### src/design/b64e_pkg.sv
// ----------------------------------------------------------------------------
// b64e_pkg
// Shared types, constants and the character lookup for the base64 encoder.
// ----------------------------------------------------------------------------
`default_nettype none

package b64e_pkg;

  // job queue between the byte front end and the character back end
  localparam int JOB_QUEUE_DEPTH = 2;

  localparam int MAX_CHARS = 4;

  localparam logic [7:0] PAD_CHAR   = 8'h3D;
  localparam logic [7:0] CHAR_UP_A  = 8'h41;
  localparam logic [7:0] CHAR_LOW_A = 8'h61;
  localparam logic [7:0] CHAR_ZERO  = 8'h30;
  localparam logic [7:0] CHAR_PLUS  = 8'h2B;
  localparam logic [7:0] CHAR_SLASH = 8'h2F;

  typedef struct packed {
    logic [7:0] data_byte;
    logic       is_last;
  } in_item_t;

  typedef struct packed {
    logic [7:0] out_char;
    logic       last_char;
  } out_item_t;

  // one accepted byte turned into its characters
  typedef struct packed {
    logic [MAX_CHARS-1:0][5:0] sym;
    logic [MAX_CHARS-1:0]      pad;
    logic [2:0]                n_chars;
    logic                      last;
  } job_t;

  function automatic logic [7:0] b64_char(input logic [5:0] v);
    logic [7:0] ext;
    ext = {2'b00, v};
    if (v < 6'd26) begin
      return CHAR_UP_A + ext;
    end else if (v < 6'd52) begin
      return CHAR_LOW_A + ext - 8'd26;
    end else if (v < 6'd62) begin
      return CHAR_ZERO + ext - 8'd52;
    end else if (v == 6'd62) begin
      return CHAR_PLUS;
    end else begin
      return CHAR_SLASH;
    end
  endfunction

endpackage

`default_nettype wire

### src/design/b64e_front.sv
// ----------------------------------------------------------------------------
// b64e_front
// Accepts raw bytes, tracks the position in the three-byte group and turns
// each byte into a job of one to four characters.
// ----------------------------------------------------------------------------
`default_nettype none

module b64e_front (
  input  wire logic              clk,
  input  wire logic              rst_n,
  input  wire logic              accept,
  input  wire b64e_pkg::in_item_t in_item,
  output b64e_pkg::job_t         job
);

  typedef enum logic [1:0] {
    PH_FIRST  = 2'd0,
    PH_SECOND = 2'd1,
    PH_THIRD  = 2'd2
  } phase_t;

  phase_t     group_phase_r, group_phase_nxt;
  logic [3:0] leftover_bits_r, leftover_bits_nxt;

  logic [7:0] b;
  logic       last;

  assign b    = in_item.data_byte;
  assign last = in_item.is_last;

  always_comb begin
    job               = '0;
    group_phase_nxt   = PH_FIRST;
    leftover_bits_nxt = 4'd0;
    case (group_phase_r)
      PH_SECOND: begin
        job.sym[0] = {leftover_bits_r[1:0], b[7:4]};
        if (last) begin
          job.sym[1]  = {b[3:0], 2'b00};
          job.pad[2]  = 1'b1;
          job.n_chars = 3'd3;
          job.last    = 1'b1;
        end else begin
          job.n_chars       = 3'd1;
          leftover_bits_nxt = b[3:0];
          group_phase_nxt   = PH_THIRD;
        end
      end
      PH_THIRD: begin
        job.sym[0]  = {leftover_bits_r, b[7:6]};
        job.sym[1]  = b[5:0];
        job.n_chars = 3'd2;
        job.last    = last;
      end
      default: begin
        // first phase, and the unused phase code, behave as the start of a group
        job.sym[0] = b[7:2];
        if (last) begin
          job.sym[1]  = {b[1:0], 4'b0000};
          job.pad[2]  = 1'b1;
          job.pad[3]  = 1'b1;
          job.n_chars = 3'd4;
          job.last    = 1'b1;
        end else begin
          job.n_chars       = 3'd1;
          leftover_bits_nxt = {2'b00, b[1:0]};
          group_phase_nxt   = PH_SECOND;
        end
      end
    endcase
  end

  always_ff @(posedge clk) begin
    if (!rst_n) begin
      group_phase_r   <= PH_FIRST;
      leftover_bits_r <= 4'd0;
    end else if (accept) begin
      group_phase_r   <= group_phase_nxt;
      leftover_bits_r <= leftover_bits_nxt;
    end
  end

endmodule

`default_nettype wire

### src/design/b64e_job_fifo.sv
// ----------------------------------------------------------------------------
// b64e_job_fifo
// Short queue of character jobs between the front end and the back end.
// ----------------------------------------------------------------------------
`default_nettype none

module b64e_job_fifo #(
  parameter int DEPTH = b64e_pkg::JOB_QUEUE_DEPTH
) (
  input  wire logic           clk,
  input  wire logic           rst_n,
  input  wire logic           wr_en,
  input  wire b64e_pkg::job_t wr_job,
  input  wire logic           rd_en,
  output b64e_pkg::job_t      rd_job,
  output logic                q_full,
  output logic                q_empty
);

  localparam int PTR_W = (DEPTH > 1) ? $clog2(DEPTH) : 1;
  localparam int CNT_W = $clog2(DEPTH + 1);
  localparam logic [PTR_W-1:0] LAST_SLOT = PTR_W'(DEPTH - 1);
  localparam logic [CNT_W-1:0] FULL_CNT  = CNT_W'(DEPTH);

  b64e_pkg::job_t   slots_r [DEPTH];
  logic [PTR_W-1:0] wr_ptr_r, rd_ptr_r;
  logic [CNT_W-1:0] count_r;

  assign q_full  = (count_r == FULL_CNT);
  assign q_empty = (count_r == '0);
  assign rd_job  = slots_r[rd_ptr_r];

  always_ff @(posedge clk) begin
    if (wr_en) begin
      slots_r[wr_ptr_r] <= wr_job;
    end
  end

  always_ff @(posedge clk) begin
    if (!rst_n) begin
      wr_ptr_r <= '0;
      rd_ptr_r <= '0;
      count_r  <= '0;
    end else begin
      if (wr_en) begin
        wr_ptr_r <= (wr_ptr_r == LAST_SLOT) ? '0 : wr_ptr_r + 1'b1;
      end
      if (rd_en) begin
        rd_ptr_r <= (rd_ptr_r == LAST_SLOT) ? '0 : rd_ptr_r + 1'b1;
      end
      if (wr_en && !rd_en) begin
        count_r <= count_r + 1'b1;
      end else if (rd_en && !wr_en) begin
        count_r <= count_r - 1'b1;
      end
    end
  end

  a_no_overflow: assert property (@(posedge clk) disable iff (!rst_n)
    q_full |-> !wr_en || rd_en)
    else $error("job written into a full queue");

  a_no_underflow: assert property (@(posedge clk) disable iff (!rst_n)
    q_empty |-> !rd_en)
    else $error("job read from an empty queue");

endmodule

`default_nettype wire

### src/design/b64e_back.sv
// ----------------------------------------------------------------------------
// b64e_back
// Walks the head job one character per cycle into the output register while that register is free.
// ----------------------------------------------------------------------------
`default_nettype none

module b64e_back (
  input  wire logic           clk,
  input  wire logic           rst_n,
  input  wire b64e_pkg::job_t head_job,
  input  wire logic           q_empty,
  output logic                q_pop,
  input  wire logic           pop,
  output logic                empty,
  output b64e_pkg::out_item_t out_item
);

  logic                valid_r;
  b64e_pkg::out_item_t out_item_r, out_item_nxt;
  logic [1:0]          idx_r;
  logic                advance, take, final_char;

  // output register frees up when empty or its beat is taken this cycle
  assign advance    = !valid_r || pop;
  assign take       = advance && !q_empty;
  assign final_char = ({1'b0, idx_r} == head_job.n_chars - 3'd1);
  assign q_pop      = take && final_char;

  always_comb begin
    out_item_nxt.out_char  = head_job.pad[idx_r] ? b64e_pkg::PAD_CHAR
                                                 : b64e_pkg::b64_char(head_job.sym[idx_r]);
    out_item_nxt.last_char = head_job.last && final_char;
  end

  always_ff @(posedge clk) begin
    if (take) begin
      out_item_r <= out_item_nxt;
    end
  end

  always_ff @(posedge clk) begin
    if (!rst_n) begin
      valid_r <= 1'b0;
      idx_r   <= 2'd0;
    end else begin
      if (take) begin
        valid_r <= 1'b1;
        idx_r   <= final_char ? 2'd0 : idx_r + 2'd1;
      end else if (advance) begin
        valid_r <= 1'b0;
      end
    end
  end

  assign empty    = !valid_r;
  assign out_item = out_item_r;

  a_idx_in_job: assert property (@(posedge clk) disable iff (!rst_n)
    !q_empty |-> ({1'b0, idx_r} < head_job.n_chars))
    else $error("character index beyond the head job");

  a_idx_clear_when_idle: assert property (@(posedge clk) disable iff (!rst_n)
    q_empty |-> idx_r == 2'd0)
    else $error("character index left mid-job with no job queued");

endmodule

`default_nettype wire

### src/design/base64_stream_encoder.sv
// ----------------------------------------------------------------------------
// base64_stream_encoder
// Streaming padded base64 encoder, one raw byte in, one character out a beat.
// ----------------------------------------------------------------------------
// A byte beat is taken whenever the job queue has room, so bytes can arrive
// back to back; the front end turns each byte into one to four characters
// and the back end sends out one character per cycle while pops keep up. The
// output side sets the sustained rate: a byte in the middle of a group costs
// one or two characters (four characters per three bytes, about 1.33 per
// byte), and a last byte costs up to four characters for its flushed
// character and '=' padding. The output register lets a new byte be taken
// while a character waits to be popped.
// ----------------------------------------------------------------------------
`default_nettype none

module base64_stream_encoder #(
  parameter int QUEUE_DEPTH = b64e_pkg::JOB_QUEUE_DEPTH
) (
  input  wire logic                clk,
  input  wire logic                rst_n,
  input  wire logic                push,
  output logic                     full,
  input  wire b64e_pkg::in_item_t  in_item,
  output logic                     empty,
  input  wire logic                pop,
  output b64e_pkg::out_item_t      out_item
);

  b64e_pkg::job_t new_job, head_job;
  logic           accept, q_full, q_empty, q_pop;

  assign full   = q_full;
  assign accept = push && !q_full;

  b64e_front u_front (
    .clk     (clk),
    .rst_n   (rst_n),
    .accept  (accept),
    .in_item (in_item),
    .job     (new_job)
  );

  b64e_job_fifo #(
    .DEPTH (QUEUE_DEPTH)
  ) u_job_fifo (
    .clk     (clk),
    .rst_n   (rst_n),
    .wr_en   (accept),
    .wr_job  (new_job),
    .rd_en   (q_pop),
    .rd_job  (head_job),
    .q_full  (q_full),
    .q_empty (q_empty)
  );

  b64e_back u_back (
    .clk      (clk),
    .rst_n    (rst_n),
    .head_job (head_job),
    .q_empty  (q_empty),
    .q_pop    (q_pop),
    .pop      (pop),
    .empty    (empty),
    .out_item (out_item)
  );

endmodule

`default_nettype wire
### config.mk
export PLATFORM = sky130hd
export DESIGN_NAME = base64_stream_encoder
export DESIGN_NICKNAME = d
export VERILOG_FILES = /design/src/design/b64e_pkg.sv /design/src/design/b64e_front.sv /design/src/design/b64e_job_fifo.sv /design/src/design/b64e_back.sv /design/src/design/base64_stream_encoder.sv
export SDC_FILE = /design/constraint.sdc
export NUM_CORES = 1
export LEC_CHECK = 0
export ABC_CLOCK_PERIOD_IN_PS = 3200
export BUFFER_PORTS_ARGS = -buffer_cell sky130_fd_sc_hd__buf_2
export CAP_MARGIN = 0
export CORE_MARGIN = 2
export CORE_UTILIZATION = 45
export DETAILED_ROUTE_END_ITERATION = 8
export PLACE_DENSITY_LB_ADDON = 0.25
export SYNTH_ARGS = -nofsm -noshare
export SYNTH_HDL_FRONTEND = slang
export SYNTH_SLANG_ARGS = --single-unit
### constraint.sdc
create_clock -name clk -period 3.2 [get_ports clk]
set_clock_uncertainty 0.2 [all_clocks]
set_input_delay 0.16 -clock clk [delete_from_list [all_inputs] [get_ports clk]]
set_output_delay 0.16 -clock clk [all_outputs]
set_load 0.02 [all_outputs]
==> results.ini, run 1 <==
[route]
ant_nets = 0
drtIter0Drc = 90
drt-total-wl_mm = 5.94
vias = 2146
drc = 0
wl_per_cell_um = 15.3
drtPass1Iterations = 4
routed_via_density = 5.52

[global_route]
use_met1_pct = 22.1
antenna_found_initial = 0
grt_first_pass_wirelength_mm = 10.1
overflow = 0
grt_max_degree = 22
top_usage_layer = met2
grt_use_met2_pct = 28.8
grt_use_met3_pct = 5.20
grt.total_usage_pct = 18.0
first_global_vias = 2121

[sta]
slew_headroom_pct = 62.2
worst_pin_slew_ns = 0.565
layout_min_cycle_time_ns = 2.87
setup_viol = 0
maxClockFrequency_mhz = 349
hold_viol = 0
setup_tns_ns = 0
period_share_pct = 89.6
rsz0062_at_grt = no
slew_violations = 0

[yosys]
synth_top_area_share_pct = 42.7
synth_top_area_cell = edfxtp_1
ys_async_sr_fraction_pct = 0
synth_top_flop_cell = edfxtp_1
synth_nets = 290
syn_area_mm2 = 0.00302
syn_avg_cell_area_um2 = 11.4
ys_top_cells_by_area = edfxtp_1 43%, dfxtp_1 9.3%, ha_1 5.4%
syn_inst = 264
synth_seq_area_share_pct = 52.0
synth_edf_count = 43
synth_cell_types = 58
synth_seq_cells = 57
synth_warnings = 0

[final_layout]
syn_to_final_growth_pct = 17.6
nFillCells = 550
nNetsFinal = 333
n_antenna_cell = 0
instances_no_fill = 389
drive_gt1_share_pct = 22.1
utilization_pct = 55.3

[pwr]
swShare_pct = 38.1
p_leak_nw = 1.34
power_density_mw_per_mm2 = 918
total_power_mw = 3.26
p_comb_share_pct = 46.0
p_int_mw = 2.02
power.switching_mw = 1.24
seqPwrFrac_pct = 34.3
clockPowerShare_pct = 19.7
ir_worst_vdd_mv = 0.299

[cts]
cts_max_path_buffers = 2
cts_setup_buffers = 0
cts_root_buf = clkbuf_8
cts_sinks = 57
clk_pin_slew_ns = 0.06
insertion_delay_ns = 0.33
cts_max_level = 3
cts_buffers = 9
cts_tree = built

[worst_setup_path]
end_kind = register
critical_path_buf_inv_count = 0
arrival_ns = 2.72
critical_path.max_fanout = 6
crit_type = reg2reg
crit_required_ns = 3.05
slowest_delay_ns = 0.46
crit_chain = mux4_2, nor2b_1, ha_1, nand4b_1, o22ai_1, nor2_1, a2111oi_0, o21ai_1
startpoint_type = register
crit_family = compound AO/OA/AOI/OAI gates
worst_path_max_delay_cell = a2111oi_0

[job]
drv_cap = 0

[floorplan]
initial_core_util_pct = 47.0
dieHeight_um = 85.9
die_x_um = 85.9
dieArea_mm2 = 0.00739
num_io_pins = 24
num_rows = 29
core_mm2 = 0.00642

[placement]
gp_congestion = 0.952
portBuffers = 23
placed_cells = 362
dp.final_hpwl_mm = 4.19

[hold_path]
hold_class = in2reg

[run_status]
outcome = finished clean

==> area by class of cell <==
type / instances / area (um2) / area share [%]
flip-flops and latches: 57 / 1570 / 44.3
multi-input cells: 178 / 1330 / 37.3
repair buffers: 45 / 308 / 8.66
clock buffers: 10 / 128 / 3.59
well taps: 77 / 96.3 / 2.71
inverters: 16 / 62.6 / 1.76
clock inverters: 6 / 60.1 / 1.69
==> final timing paths <==
kind	from	to	slack, ns	depth (start not counted)
setup / recovery	register	u_back.out_item[5]	0.33	8
hold reg to reg	u_front.group_phase_r[1]	u_front.group_phase_r[1]	0.33	2
setup reg to reg	register	u_back.out_item[5]	0.33	8
hold / removal	in_item[6]	u_job_fifo.slots_r[1][9]	0.03	3
==> synthesized netlist by cell type, types with 3 or more instances <==
library cell / n
edfxtp_1: 43
nor2_1: 18
nand2_1: 16
dfxtp_1: 14
ha_1: 13
nor2b_1: 12
o21ai_0: 12
inv_1: 11
a22oi_1: 10
a21oi_1: 8
and2_1: 7
clkbuf_1: 7
mux2i_1: 7
nand2b_1: 6
nor3_1: 6
mux4_2: 5
xnor2_1: 5
a32oi_1: 4
buf_2: 4
inv_2: 4
nand3_1: 4
a31oi_1: 3
xor2_1: 3
==> power groups by stage <==
stage | clock network, mW | registers [mW] | logic, mW
6_report | 0.642 | 1.12 | 1.50
5_1_grt | 0.693 | 1.14 | 1.67
3_5_place_dp | 0 | 1.13 | 1.48
2_1_floorplan | 0 | 1.19 | 1.02
3_3_place_gp | 0 | 1.13 | 1.46
4_1_cts | 0.662 | 1.12 | 1.50
==> registers in the layout (all words and copies together) (netlist names), named ones only <==
name                     cells
u_back.out_item              9
u_front.group_phase_r        2
u_front.leftover_bits_r      4
u_job_fifo.rd_ptr_r          1
u_job_fifo.wr_ptr_r          1
u_back.idx_r                 2
u_back.valid_r               1
u_job_fifo.count_r           2
u_job_fifo.slots_r          34
==> metrics by stage <==
step                hold slack, ns  setup WS, ns  area (um2)
floorplan                   0.0589         0.303        3020
finish                      0.0324         0.332        3550
global placement             0.277         0.247        3250
detailed placement           0.281         0.221        3250
CTS                        0.00404         0.195        3550
global route                0.0378         0.119        3550
==> logic make-up after synthesis <==
family	Yosys count	share of synthesized area [%]
compound gates	60	14.3
xor+xnor	8	2.32
fa+ha+maj	13	5.38
buf+inv	29	4.10
flops	57	52.0
mux	16	7.70
simple gates	81	14.2
==> worst register-to-register path: cells and delay by family (launching register included) <==
family,cells,cell delay [ns]
compound gates,3,0.90
fa+ha+maj,1,0.29
mux,1,0.35
simple gates,3,0.49
flops,1,0.37
==> placed cells by master, fill, tap and decap left out, drive strengths merged, types with 6 or more instances in the layout <==
cell and count:
a21oi 8, a22oi 10, and2 7, buf 34, clkbuf 10, dfxtp 14, dlygate4sd3 11, edfxtp 43
ha 13, inv 16, mux2i 9, nand2 16, nand2b 6, nor2 18, nor2b 13, nor3 6
o21ai 14
==> timing repair <==
| item | CTS | global route |
|---|---|---|
| endpoints found under the setup margin | 0 | 1 |
| gates resized for setup | 0 | 1 |
| hold endpoints to repair | 21 | 0 |
| hold buffers | 11 | 0 |
==> metal layers <==
layer | wire length [um] | vias to the layer above
li1 | - | 1069
met1 | 2730 | 1009
met2 | 2840 | 52
met3 | 224 | 16
met4 | 147 | 0
met5 | 0 | -
No activity file was read; power rests on OpenSTA's default activity.
==> inputs of run 2 (changes only) <==
--- a/config.mk
+++ b/config.mk
@@ -6,7 +6,7 @@
 export NUM_CORES = 1
 export LEC_CHECK = 0
 export ABC_CLOCK_PERIOD_IN_PS = 3200
-export BUFFER_PORTS_ARGS = -buffer_cell sky130_fd_sc_hd__buf_2
+export BUFFER_PORTS_ARGS = -buffer_cell sky130_fd_sc_hd__buf_4
 export CAP_MARGIN = 0
 export CORE_MARGIN = 2
 export CORE_UTILIZATION = 45
==> run 2 against run 1 <==
Net effect:
- global-route usage is 1.3 points lower
- register-to-register slack got worse by 0.02 ns
- core utilization grew 1.1 points
- routed wire length shrank 3.6%
- power grew 0.85%
- hold slack worse by 0.011 ns
- setup slack got worse by 0.018 ns
- cell count unchanged
- clock power is 3.6% higher
- sequential share of layout area decreased by 0.84 points
- sequential power is essentially flat
- critical path type unchanged
==> results.ini, run 2 (synthesis results as in run 1) <==
[route]
ant_nets = 0  ; unchanged
vias = 2148  ; was 2146
drtPass1Iterations = 4  ; unchanged
drt-total-wl_mm = 5.73  ; was 5.94 mm
drc = 0  ; unchanged
drtIter0Drc = 78  ; was 90
wl_per_cell_um = 14.7  ; was 15.3 um
routed_via_density = 5.52  ; about the same

[placement]
dp.final_hpwl_mm = 4.04  ; was 4.19 mm
placed_cells = 361  ; was 362
dp_worst_setup_slack_ns = 0.190  ; was 0.221 ns
portBuffers = 23  ; unchanged
gp_congestion = 0.891  ; was 0.952

[sta]
setup_tns_ns = 0  ; unchanged
slew_violations = 0  ; unchanged
hold_viol = 0  ; unchanged
worst_pin_slew_ns = 0.558  ; was 0.565 ns
rsz0062_at_grt = no  ; unchanged
hold_slack_ns = 0.0217  ; was 0.0324 ns
maxClockFrequency_mhz = 346  ; was 349 MHz
setup_viol = 0  ; unchanged
period_share_pct = 90.2  ; was 89.6%
layout_min_cycle_time_ns = 2.89  ; was 2.87 ns
slew_headroom_pct = 62.8  ; was 62.2%
fin_ws_ns = 0.313  ; was 0.332 ns

[cts]
clk_pin_slew_ns = 0.07  ; was 0.06 ns
cts_max_level = 3  ; unchanged
cts_sinks = 57  ; unchanged
insertion_delay_ns = 0.33  ; about the same
cts_buffers = 9  ; unchanged
cts_max_path_buffers = 2  ; unchanged
cts_root_buf = clkbuf_8  ; unchanged
cts_tree = built  ; unchanged

[worst_setup_path]
critical_path.max_fanout = 6  ; unchanged
slowest_delay_ns = 0.58  ; was 0.46 ns
crit_required_ns = 3.15  ; was 3.05 ns
critical_path_buf_inv_count = 0  ; unchanged
startpoint_type = register  ; unchanged
arrival_ns = 2.84  ; was 2.72 ns
crit_family = compound AO/OA/AOI/OAI gates  ; unchanged
worst_path_max_delay_cell = mux4_2  ; was a2111oi_0
crit_chain = mux4_2, nor2b_4, ha_1, and2_1, a311o_1, o41a_1, o31ai_1  ; was mux4_2, nor2b_1, ha_1, nand4b_1, o22ai_1, nor2_1, a2111oi_0, o21ai_1
crit_type = reg2reg  ; unchanged
end_kind = register  ; unchanged

[global_route]
grt_use_met3_pct = 4.43  ; was 5.20%
grt_use_met2_pct = 26.8  ; was 28.8%
grt_max_degree = 22  ; unchanged
grt_first_pass_wirelength_mm = 9.34  ; was 10.1 mm
top_usage_layer = met2  ; unchanged
first_global_vias = 1990  ; was 2121
overflow = 0  ; unchanged
grt.total_usage_pct = 16.7  ; was 18.0%
antenna_found_initial = 0  ; unchanged
use_met1_pct = 21.0  ; was 22.1%

[floorplan]
dieArea_mm2 = 0.00739  ; unchanged
core_mm2 = 0.00642  ; unchanged
dieHeight_um = 85.9  ; unchanged
num_io_pins = 24  ; unchanged
num_rows = 29  ; unchanged
initial_core_util_pct = 47.0  ; unchanged
die_x_um = 85.9  ; unchanged

[pwr]
p_leak_nw = 1.37  ; was 1.34 nW
ir_worst_vdd_mv = 0.261  ; was 0.299 mV
power_density_mw_per_mm2 = 908  ; was 918 mW/mm2

[run_status]
outcome = finished clean  ; unchanged

[job]
drv_cap = 0  ; unchanged

[final_layout]
utilization_pct = 56.4  ; was 55.3%
nFillCells = 537  ; was 550
syn_to_final_growth_pct = 19.9  ; was 17.6%
nNetsFinal = 333  ; unchanged
final_common_cell = edfxtp_1  ; unchanged
mostFrequentLayoutCells = 43 x edfxtp_1, 33 x buf_4, 18 x nor2_1  ; was 43 x edfxtp_1, 23 x buf_2, 18 x nor2_1
n_antenna_cell = 0  ; unchanged
instances_no_fill = 389  ; unchanged
regMostFlops = u_job_fifo.slots_r  ; unchanged
drive_gt1_share_pct = 21.5  ; was 22.1%
largest_register_ffs = 34  ; unchanged

[hold_path]
hold_class = in2reg  ; unchanged

run 2: metrics by stage:
stage	total power, mW	instance area [um2]
detailed placement	2.63	3300
global route	3.52	3620
CTS	3.31	3620
global placement	2.61	3300
floorplan	2.21	3020
finish	3.29	3620
run 2: power breakdown:
group | switching, mW | total (mW) | internal [mW]
Combinational | 0.853 | 1.50 | 0.648
Sequential | 0.0842 | 1.12 | 1.04
Clock | 0.287 | 0.665 | 0.378
Total | 1.22 | 3.29 | 2.06
run 2: cell type report:
class | count | area, um2 | area share [%]
Tap cell | 77 | 96.3 | 2.66
Timing Repair Buffer | 45 | 368 | 10.2
Clock inverter | 5 | 55.1 | 1.52
Sequential cell | 57 | 1570 | 43.4
Inverter | 16 | 62.6 | 1.73
Multi-Input combinational cell | 178 | 1330 | 36.6
Clock buffer | 11 | 141 | 3.90
run 2: path summary, 6_finish.rpt:
kind	startpoint	to	slack, ns	depth (start not counted)
max	register	u_back.out_item[6]	0.31	7
min	in_item[8]	u_job_fifo.slots_r[1][11]	0.02	3
max reg2reg	register	u_back.out_item[6]	0.31	7
min reg2reg	u_front.group_phase_r[1]	u_front.group_phase_r[1]	0.33	2
run 2: timing repair:
| item | in CTS | in global routing |
|---|---|---|
| hold buffers | 12 | 0 |
| gates resized for setup | 0 | 1 |
| setup buffers | 0 | 0 |
| endpoints found under the hold margin | 30 | 0 |
| endpoints found under the setup margin | 0 | 1 |
run 2: tightest hold or removal path: cells and delay by family:
family | cells | cell delay (ns)
and+or+nand+nor | 1 | 0.04
AOI/OAI and AO/OA | 1 | 0.12
buffers and inverters | 1 | 0.09
run 2: metal layers:
metal,vias up,share of wire [%]
li1,1074,-
met1,1023,46
met2,40,48
met3,11,3.9
met4,0,1.9
met5,-,0
